--- src/design/gbn_pkg.sv ---
`default_nettype none

package gbn_pkg;

    localparam int STORE_DEPTH     = 16;
    localparam int WINDOW_MAX      = 8;
    localparam int MAX_FRAME_BYTES = 416;

    localparam int SEQ_W  = 32;
    localparam int REF_W  = 32;
    localparam int LEN_W  = 9;
    localparam int OP_W   = 2;
    localparam int CFG_W  = 4;
    localparam int DESC_W = REF_W + LEN_W;
    localparam int SLOT_W = $clog2(STORE_DEPTH);
    localparam int CNT_W  = $clog2(WINDOW_MAX + 1);

    localparam int APB_AW = 3;
    localparam int APB_DW = 32;

    localparam logic [CFG_W-1:0] WIN_RESET = CFG_W'(4);

    typedef enum logic [OP_W-1:0] {
        OP_SEND    = 2'd0,
        OP_ACK     = 2'd1,
        OP_TIMEOUT = 2'd2,
        OP_NONE    = 2'd3
    } t_op;

    typedef enum logic [APB_AW-3:0] {
        REG_WINDOW_SIZE = 1'b0
    } t_reg;

    typedef struct packed {
        logic              we;
        logic [SLOT_W-1:0] waddr;
        logic [DESC_W-1:0] wdata;
        logic [SLOT_W-1:0] raddr;
    } t_ram_req;

    // Sequence number s is kept in entry (s - 1) mod STORE_DEPTH; the depth is a power of two.
    function automatic logic [SLOT_W-1:0] slot_of(input logic [SEQ_W-1:0] seq);
        logic [SEQ_W-1:0] base;
        base = seq - SEQ_W'(1);
        return base[SLOT_W-1:0];
    endfunction

endpackage

`default_nettype wire

--- src/design/gbn_req_if.sv ---
`default_nettype none

interface gbn_req_if import gbn_pkg::*; ();
    logic             valid;
    logic             ready;
    logic [OP_W-1:0]  op;
    logic [REF_W-1:0] frame_ref;
    logic [LEN_W-1:0] frame_len;
    logic [SEQ_W-1:0] ack_num;

    modport source (output valid, output op, output frame_ref, output frame_len,
                    output ack_num, input ready);
    modport sink (input valid, input op, input frame_ref, input frame_len,
                  input ack_num, output ready);
endinterface

`default_nettype wire

--- src/design/gbn_res_if.sv ---
`default_nettype none

interface gbn_res_if import gbn_pkg::*; ();
    logic             valid;
    logic             ready;
    logic             status;
    logic [SEQ_W-1:0] seq_num;
    logic [REF_W-1:0] tx_ref;
    logic [LEN_W-1:0] tx_len;
    logic             last;

    modport source (output valid, output status, output seq_num, output tx_ref,
                    output tx_len, output last, input ready);
    modport sink (input valid, input status, input seq_num, input tx_ref,
                  input tx_len, input last, output ready);
endinterface

`default_nettype wire

--- src/design/gbn_ram.sv ---
`default_nettype none

module gbn_ram #(
    parameter int WIDTH = 8,
    parameter int DEPTH = 16
) (
    input  wire logic                     i_clk,
    input  wire logic                     i_we,
    input  wire logic [$clog2(DEPTH)-1:0] i_waddr,
    input  wire logic [WIDTH-1:0]         i_wdata,
    input  wire logic [$clog2(DEPTH)-1:0] i_raddr,
    output      logic [WIDTH-1:0]         o_rdata
);

    logic [WIDTH-1:0] r_mem [DEPTH];
    logic [WIDTH-1:0] r_rdata;

    always_ff @(posedge i_clk) begin
        if (i_we) begin
            r_mem[i_waddr] <= i_wdata;
        end
        r_rdata <= r_mem[i_raddr];
    end

    assign o_rdata = r_rdata;

endmodule

`default_nettype wire

--- src/design/gbn_cfg.sv ---
`default_nettype none

module gbn_cfg import gbn_pkg::*; (
    input  wire logic              i_clk,
    input  wire logic              i_rst_n,
    input  wire logic              psel,
    input  wire logic              penable,
    input  wire logic              pwrite,
    input  wire logic [APB_AW-1:0] paddr,
    input  wire logic [APB_DW-1:0] pwdata,
    output      logic [APB_DW-1:0] prdata,
    output      logic              pready,
    output      logic [CNT_W-1:0]  o_win
);

    logic [CFG_W-1:0] r_win_size;
    logic [CFG_W-1:0] n_win_size;
    logic             sel_win;

    assign sel_win = (t_reg'(paddr[APB_AW-1:2]) == REG_WINDOW_SIZE);

    always_comb begin
        n_win_size = r_win_size;
        if (psel && penable && pwrite && sel_win) begin
            n_win_size = pwdata[CFG_W-1:0];
        end
    end

    always_ff @(posedge i_clk) begin
        if (!i_rst_n) begin
            r_win_size <= WIN_RESET;
        end else begin
            r_win_size <= n_win_size;
        end
    end

    // A window of zero behaves as one, and anything above the maximum as the maximum.
    always_comb begin
        if (r_win_size == '0) begin
            o_win = CNT_W'(1);
        end else if (32'(r_win_size) > 32'(WINDOW_MAX)) begin
            o_win = CNT_W'(WINDOW_MAX);
        end else begin
            o_win = CNT_W'(r_win_size);
        end
    end

    assign prdata = sel_win ? APB_DW'(r_win_size) : '0;
    assign pready = 1'b1;

endmodule

`default_nettype wire

--- src/design/gbn_ctrl.sv ---
`default_nettype none

module gbn_ctrl import gbn_pkg::*; (
    input  wire logic              i_clk,
    input  wire logic              i_rst_n,
    gbn_req_if.sink                i_req,
    gbn_res_if.source              o_res,
    input  wire logic [CNT_W-1:0]  i_win,
    output      t_ram_req          o_ram,
    input  wire logic [DESC_W-1:0] i_rdata
);

    typedef enum logic [1:0] {
        S_IDLE,
        S_CHECK,
        S_READ,
        S_OUT
    } t_state;

    t_state           r_state, n_state;
    logic             r_retx, n_retx;
    logic [SEQ_W-1:0] r_low, n_low;
    logic [SEQ_W-1:0] r_high, n_high;
    logic [SEQ_W-1:0] r_stored, n_stored;
    logic [SEQ_W-1:0] r_cur, n_cur;
    logic [CNT_W-1:0] r_k, n_k;
    logic             r_status, n_status;
    logic [SEQ_W-1:0] r_seq, n_seq;
    logic [REF_W-1:0] r_ref, n_ref;
    logic [LEN_W-1:0] r_len, n_len;
    logic             r_last, n_last;

    logic             req_fire;
    logic             res_fire;
    logic [SEQ_W-1:0] win;
    logic [SEQ_W-1:0] held;
    logic             full;
    logic [LEN_W-1:0] len_clamp;
    logic             ack_ok;
    logic             go;
    logic             more;
    logic [CNT_W-1:0] k_next;

    assign req_fire  = i_req.valid && i_req.ready;
    assign res_fire  = o_res.valid && o_res.ready;
    assign win       = SEQ_W'(i_win);
    assign held      = r_stored - (r_low - SEQ_W'(1));
    assign full      = held >= SEQ_W'(STORE_DEPTH);
    assign len_clamp = (32'(i_req.frame_len) > 32'(MAX_FRAME_BYTES)) ?
                       LEN_W'(MAX_FRAME_BYTES) : i_req.frame_len;
    assign ack_ok    = (i_req.ack_num - r_low) < (r_high - r_low);
    assign k_next    = r_k + CNT_W'(1);

    // The first frame of a burst is checked here; later ones are looked ahead at emission.
    always_comb begin
        if (r_retx) begin
            go = (r_cur != r_high) && (r_k < CNT_W'(WINDOW_MAX));
        end else begin
            go = ((r_high - SEQ_W'(1)) != r_stored) && ((r_high - r_low) < win) &&
                 (r_k < CNT_W'(WINDOW_MAX));
        end
    end

    always_comb begin
        if (r_retx) begin
            more = ((r_cur + SEQ_W'(1)) != r_high) && (k_next < CNT_W'(WINDOW_MAX));
        end else begin
            more = (r_high != r_stored) && ((r_high + SEQ_W'(1) - r_low) < win) &&
                   (k_next < CNT_W'(WINDOW_MAX));
        end
    end

    always_comb begin
        n_state  = r_state;
        n_retx   = r_retx;
        n_low    = r_low;
        n_high   = r_high;
        n_stored = r_stored;
        n_cur    = r_cur;
        n_k      = r_k;
        n_status = r_status;
        n_seq    = r_seq;
        n_ref    = r_ref;
        n_len    = r_len;
        n_last   = r_last;
        o_ram.we    = 1'b0;
        o_ram.waddr = slot_of(r_stored + SEQ_W'(1));
        o_ram.wdata = {i_req.frame_ref, len_clamp};
        o_ram.raddr = slot_of(r_cur);

        unique case (r_state)
            S_IDLE: begin
                if (req_fire) begin
                    n_cur  = r_high;
                    n_k    = '0;
                    n_retx = 1'b0;
                    unique case (t_op'(i_req.op))
                        OP_SEND: begin
                            if (full) begin
                                n_status = 1'b1;
                                n_seq    = '0;
                                n_ref    = '0;
                                n_len    = '0;
                                n_last   = 1'b1;
                                n_state  = S_OUT;
                            end else begin
                                o_ram.we = 1'b1;
                                n_stored = r_stored + SEQ_W'(1);
                                n_state  = S_CHECK;
                            end
                        end
                        OP_ACK: begin
                            if (ack_ok) begin
                                n_low   = i_req.ack_num + SEQ_W'(1);
                                n_state = S_CHECK;
                            end
                        end
                        OP_TIMEOUT: begin
                            n_retx  = 1'b1;
                            n_cur   = r_low;
                            n_state = S_CHECK;
                        end
                        default: begin
                        end
                    endcase
                end
            end
            S_CHECK: begin
                n_state = go ? S_READ : S_IDLE;
            end
            S_READ: begin
                n_status = 1'b0;
                n_seq    = r_cur;
                n_ref    = i_rdata[DESC_W-1:LEN_W];
                n_len    = i_rdata[LEN_W-1:0];
                n_last   = !more;
                n_cur    = r_cur + SEQ_W'(1);
                n_k      = k_next;
                if (!r_retx) begin
                    n_high = r_high + SEQ_W'(1);
                end
                n_state = S_OUT;
            end
            S_OUT: begin
                if (res_fire) begin
                    n_state = r_last ? S_IDLE : S_READ;
                end
            end
            default: begin
                n_state = S_IDLE;
            end
        endcase
    end

    always_ff @(posedge i_clk) begin
        if (!i_rst_n) begin
            r_state  <= S_IDLE;
            r_retx   <= 1'b0;
            r_low    <= SEQ_W'(1);
            r_high   <= SEQ_W'(1);
            r_stored <= '0;
            r_cur    <= '0;
            r_k      <= '0;
        end else begin
            r_state  <= n_state;
            r_retx   <= n_retx;
            r_low    <= n_low;
            r_high   <= n_high;
            r_stored <= n_stored;
            r_cur    <= n_cur;
            r_k      <= n_k;
        end
        r_status <= n_status;
        r_seq    <= n_seq;
        r_ref    <= n_ref;
        r_len    <= n_len;
        r_last   <= n_last;
    end

    assign i_req.ready   = (r_state == S_IDLE);
    assign o_res.valid   = (r_state == S_OUT);
    assign o_res.status  = r_status;
    assign o_res.seq_num = r_seq;
    assign o_res.tx_ref  = r_ref;
    assign o_res.tx_len  = r_len;
    assign o_res.last    = r_last;

endmodule

`default_nettype wire

--- src/design/go_back_n_sender.sv ---
// Go-back-N transmit window controller. Each request is a send, an ack or a timeout; the
// block answers with the frames to put on the line, one result per frame, with last set on
// the final result of a request (a send into a full 16-entry store gives a single drop result
// with status 1). Descriptors live in a 16 x 41 store with a registered read. A request is
// taken in the idle state, then the check state tests the window, then each frame passes
// through the read state (store read) and then the output state (output register), which
// holds while the sink keeps ready low. A new request is taken only once the last result
// of the previous one has been accepted. The window size register sits at byte address 0
// of the APB port and may only be written while the block is idle.
`default_nettype none

module go_back_n_sender import gbn_pkg::*; (
    input  wire logic              i_clk,
    input  wire logic              i_rst_n,
    gbn_req_if.sink                i_req,
    gbn_res_if.source              o_res,
    input  wire logic              psel,
    input  wire logic              penable,
    input  wire logic              pwrite,
    input  wire logic [APB_AW-1:0] paddr,
    input  wire logic [APB_DW-1:0] pwdata,
    output      logic [APB_DW-1:0] prdata,
    output      logic              pready
);

    logic [CNT_W-1:0]  win;
    t_ram_req          ram_req;
    logic [DESC_W-1:0] ram_rdata;

    gbn_cfg u_cfg (
        .i_clk   (i_clk),
        .i_rst_n (i_rst_n),
        .psel    (psel),
        .penable (penable),
        .pwrite  (pwrite),
        .paddr   (paddr),
        .pwdata  (pwdata),
        .prdata  (prdata),
        .pready  (pready),
        .o_win   (win)
    );

    gbn_ctrl u_ctrl (
        .i_clk   (i_clk),
        .i_rst_n (i_rst_n),
        .i_req   (i_req),
        .o_res   (o_res),
        .i_win   (win),
        .o_ram   (ram_req),
        .i_rdata (ram_rdata)
    );

    gbn_ram #(
        .WIDTH (DESC_W),
        .DEPTH (STORE_DEPTH)
    ) u_store (
        .i_clk   (i_clk),
        .i_we    (ram_req.we),
        .i_waddr (ram_req.waddr),
        .i_wdata (ram_req.wdata),
        .i_raddr (ram_req.raddr),
        .o_rdata (ram_rdata)
    );

endmodule

`default_nettype wire

--- src/flat_wrapper.sv ---
// flat-port wrapper written by rule: the top's interface ports become plain ports
module go_back_n_sender_flat import gbn_pkg::*;
  (i_clk, i_rst_n, psel, penable, pwrite, paddr, pwdata, prdata, pready, i_req_valid, i_req_op, i_req_frame_ref, i_req_frame_len, i_req_ack_num, i_req_ready, o_res_valid, o_res_status, o_res_seq_num, o_res_tx_ref, o_res_tx_len, o_res_last, o_res_ready);
  gbn_req_if i_req_i ();
  gbn_res_if o_res_i ();
  input  wire logic i_clk;
  input  wire logic i_rst_n;
  input  wire logic psel;
  input  wire logic penable;
  input  wire logic pwrite;
  input  wire logic [APB_AW-1:0] paddr;
  input  wire logic [APB_DW-1:0] pwdata;
  output      logic [APB_DW-1:0] prdata;
  output      logic pready;
  input wire logic [$bits(i_req_i.valid)-1:0] i_req_valid;
  input wire logic [$bits(i_req_i.op)-1:0] i_req_op;
  input wire logic [$bits(i_req_i.frame_ref)-1:0] i_req_frame_ref;
  input wire logic [$bits(i_req_i.frame_len)-1:0] i_req_frame_len;
  input wire logic [$bits(i_req_i.ack_num)-1:0] i_req_ack_num;
  output wire logic [$bits(i_req_i.ready)-1:0] i_req_ready;
  output wire logic [$bits(o_res_i.valid)-1:0] o_res_valid;
  output wire logic [$bits(o_res_i.status)-1:0] o_res_status;
  output wire logic [$bits(o_res_i.seq_num)-1:0] o_res_seq_num;
  output wire logic [$bits(o_res_i.tx_ref)-1:0] o_res_tx_ref;
  output wire logic [$bits(o_res_i.tx_len)-1:0] o_res_tx_len;
  output wire logic [$bits(o_res_i.last)-1:0] o_res_last;
  input wire logic [$bits(o_res_i.ready)-1:0] o_res_ready;
  assign i_req_i.valid = i_req_valid;
  assign i_req_i.op = i_req_op;
  assign i_req_i.frame_ref = i_req_frame_ref;
  assign i_req_i.frame_len = i_req_frame_len;
  assign i_req_i.ack_num = i_req_ack_num;
  assign i_req_ready = i_req_i.ready;
  assign o_res_valid = o_res_i.valid;
  assign o_res_status = o_res_i.status;
  assign o_res_seq_num = o_res_i.seq_num;
  assign o_res_tx_ref = o_res_i.tx_ref;
  assign o_res_tx_len = o_res_i.tx_len;
  assign o_res_last = o_res_i.last;
  assign o_res_i.ready = o_res_ready;
  go_back_n_sender u_core (.i_clk(i_clk), .i_rst_n(i_rst_n), .i_req(i_req_i), .o_res(o_res_i), .psel(psel), .penable(penable), .pwrite(pwrite), .paddr(paddr), .pwdata(pwdata), .prdata(prdata), .pready(pready));
endmodule
--- config.mk ---
export PLATFORM = sky130hd
export DESIGN_NAME = go_back_n_sender_flat
export DESIGN_NICKNAME = d
export VERILOG_FILES = /design/src/design/gbn_pkg.sv /design/src/design/gbn_req_if.sv /design/src/design/gbn_res_if.sv /design/src/design/gbn_ram.sv /design/src/design/gbn_cfg.sv /design/src/design/gbn_ctrl.sv /design/src/design/go_back_n_sender.sv /design/src/flat_wrapper.sv
export SDC_FILE = /design/constraint.sdc
export NUM_CORES = 2
export LEC_CHECK = 0
export BUFFER_PORTS_ARGS = -buffer_cell sky130_fd_sc_hd__buf_2
export CORE_ASPECT_RATIO = 0.6
export CORE_MARGIN = 2
export CORE_UTILIZATION = 61
export DETAILED_ROUTE_END_ITERATION = 8
export PLACE_DENSITY = 0.79
export SKIP_LAST_GASP = 1
export SLEW_MARGIN = 20
export SYNTH_ARGS = -nofsm -noshare
export SYNTH_HDL_FRONTEND = slang
export SYNTH_SLANG_ARGS = --single-unit
--- constraint.sdc ---
create_clock -name i_clk -period 8.6 [get_ports i_clk]
set_input_delay 0.86 -clock i_clk [delete_from_list [all_inputs] [get_ports i_clk]]
set_output_delay 0.86 -clock i_clk [all_outputs]
set_load 0.03 [all_outputs]
==> impl_metrics.yaml <==
timing:
  fin_crit_ns: 7.15
  max_slew_margin_pct: 15.6
  fmaxAchievable_mhz: 140
  finalSetupViolCount: 0
  worst_slew_pin_slew_ns: 1.26
  slew_violations: 0
  rsz0062_at_grt: "false"
  hold_viol: 0
  fin_worst_skew_ns: 0.0260
  post-route-period-util_pct: 83.1
  tns_ns: 0
global_route:
  antenna_found_initial: 6
  grt_pass1_vias: 31475
  grt_pass1_wl_um: 210000
  track_usage_pct: 36.3
  overflow: 0
  grt_max_degree: 66
floorplanning:
  initial_core_util_pct: 62.0
  die_area_mm2: 0.0795
  die_y_um: 219
  rows: 78
  boundaryPins: 227
  core_mm2: 0.0759
  die_w_um: 363
clock_network:
  cts_root_buf: "clkbuf_16"
  cts_max_level: 3
  cts-resized-gates: 0
  clk_path_buf_depth: 3
  ctsHoldBuffers: 0
  path_clk_slew_ns: 0.07
  cts.sinks: 911
  post_cts_buffers: 0
  cts_tree: "yes"
  cts_made_buffers: 82
  clk_latency_ns: 0.69
logic_synthesis:
  synthArstFlopShare_pct: 0
  yosysTopAreaCellShare_pct: 46.6
  synth.most_common_cell: "edfxtp_1"
  synth_area_mm2: 0.0471
  synth_seq_cells: 911
  ys_top_cells_by_area: "edfxtp_1, mux4_2, dfxtp_1"
  avgSynthCellArea_um2: 12.6
  ys_seq_area_share_pct: 54.3
  synthTopCellsByCount: "edfxtp_1, nor2_1, nand2_1"
  synth_cell_types: 89
  synth_warnings: 0
  synth_flop_cell: "edfxtp_1"
  synth_edf_count: 731
  syn_inst: 3729
  yosysTopAreaCell: "edfxtp_1"
route:
  ant_nets: 0
  drc: 0
  vias: 33779
  dr.first_iter.drc_count: 5272
  routedWlPerCell_um: 29.3
  wl_um: 144000
  via_per_inst: 6.87
  dr.pass1.iters: 7
placement:
  dp_hpwl_um: 94300
  portBuffers: 167
  post_dp_cell_area_mm2: 0.0488
  place.gp.congestion: 1.05
cells_and_area:
  fillers: 5230
  layout-drive-gt1-share_pct: 15.8
  area_growth_pct: 9.80
  final_area_mm2: 0.0517
  multi_input_area_mm2: 0.0203
  nNetsFinal: 4172
  seq_area_mm2: 0.0256
critical_path:
  endpoint_kind: "flip-flop"
  cp_max_fo: 14
  required_ns: 9.04
  critPathLaunchType: "flip-flop"
  arrival_ns: 7.59
  worstSetupPathType: "flip-flop to flip-flop"
power:
  irDropWorstVdd_mv: 0.183
  sw_frac_of_total_pct: 31.8
  power_frac_comb_pct: 28.3
  powerDensity_mw_per_mm2: 240
  p_leak_nw: 18.6
  seq_power_share_pct: 40.7
  p_int_mw: 8.47
  p_switching_mw: 3.96
  power.total_mw: 12.4
  power_frac_clock_pct: 31.0
job:
  cap_violations: 0
worst_hold_path:
  hold_class: "input port to flip-flop"
outcome:
  status: "complete, no violations"
-- flip-flops by register name (all words and copies together), names as in the netlist --
name,flops
u_core.u_store.r_mem,656
u_core.u_ctrl.r_stored,32
u_core.u_ctrl.r_state,2
u_core.u_store.o_rdata,41
u_core.u_ctrl.r_high,32
u_core.u_ctrl.o_res.seq_num,32
u_core.u_cfg.r_win_size,4
u_core.u_ctrl.o_res.tx_ref,32
u_core.u_ctrl.r_low,32
u_core.u_ctrl.o_res.status,1
u_core.u_ctrl.r_retx,1
u_core.u_ctrl.r_k,4
u_core.u_ctrl.o_res.tx_len,9
u_core.u_ctrl.o_res.last,1
u_core.u_ctrl.r_cur,32
-- worst paths after layout --
check,depth (start not counted),slack (ns),start,endpoint
setup / recovery,22,1.45,u_core.u_ctrl.r_high[1],u_core.u_ctrl.o_res.last
hold / removal,3,0.40,pwdata[2],u_core.u_cfg.r_win_size[2]
setup reg to reg,22,1.45,u_core.u_ctrl.r_high[1],u_core.u_ctrl.o_res.last
hold reg to reg,1,0.50,u_core.u_store.o_rdata[35],u_core.u_ctrl.o_res.tx_ref[26]
-- routing by layer --
| layer | track usage [%] | part of all wire (%) |
|---|---|---|
| met5 | 3.37 | 0.29 |
| met4 | 9.74 | 2.5 |
| met3 | 14.8 | 15 |
| met2 | 49.6 | 41 |
| met1 | 53.2 | 41 |
-- cells by family after synthesis --
kind of cell    synth area share [%]
compound gates                  9.06
buf+inv                         2.99
xor+xnor                        5.01
fa+ha+maj                       5.59
simple gates                    11.8
flops                           54.3
mux                             11.3
other cells                   0.0160
-- stage by stage --
step	hold slack (ns)	setup slack [ns]	utilization, %	std cells
finish	0.397	1.45	68.0	4920
global placement	0.474	1.65	64.3	4761
detailed placement	0.489	1.53	64.3	4761
global route	0.404	1.24	68.0	4919
floorplan	0.465	1.59	-	3756
CTS	0.375	1.85	67.9	4914
-- critical path, cell delays in order, from the launching register on --
cell	delay [ns]
dfxtp_1	0.89
ha_1	0.34
nand3_1	0.21
nor3_1	0.46
nand3_1	0.22
or2_2	0.39
nor2_1	0.24
and3_1	0.27
and3_1	0.32
nand2_1	0.15
nor2_1	0.16
xnor2_1	0.10
ha_1	0.40
a32o_1	0.34
nor4_1	0.30
o2111ai_1	0.21
nor4_1	0.22
nand4_1	0.16
nor4_1	0.40
nand4_1	0.21
or4_1	0.57
nor4_1	0.26
nor2_1	0.07
-- cell type report --
| type | instances | share of cell area, % |
|---|---|---|
| Sequential cell | 911 | 49.5 |
| Tap cell | 1000 | 2.42 |
| Antenna cell | 4 | 0.0194 |
| Multi-Input combinational cell | 2509 | 39.3 |
| Timing Repair Buffer | 227 | 2.57 |
| Clock buffer | 106 | 4.32 |
| Inverter | 116 | 0.848 |
| Clock inverter | 47 | 1.03 |
-- layout by cell type, fill, tap and decap left out, types with 60 or more instances in the layout --
cell / count
a21oi_1: 149
and2_1: 92
buf_2: 167
clkbuf_16: 84
dfxtp_1: 179
edfxtp_1: 731
ha_1: 202
inv_1: 114
mux4_2: 205
nand2_1: 210
nand3_1: 93
nand4_1: 60
nor2_1: 286
o21ai_0: 134
xnor2_1: 150
xor2_1: 117
-- power by group through the flow --
| stage | sequential [mW] | combinational [mW] | clock, mW |
|---|---|---|---|
| 2_1_floorplan | 5.16 | 2.38 | 0 |
| 3_3_place_gp | 5.14 | 3.29 | 0 |
| 3_5_place_dp | 5.15 | 3.34 | 0 |
| 4_1_cts | 5.06 | 3.38 | 3.86 |
| 5_1_grt | 5.07 | 3.76 | 4.01 |
| 6_report | 5.06 | 3.51 | 3.85 |
Note: power is estimated with default switching activity, not from simulation.
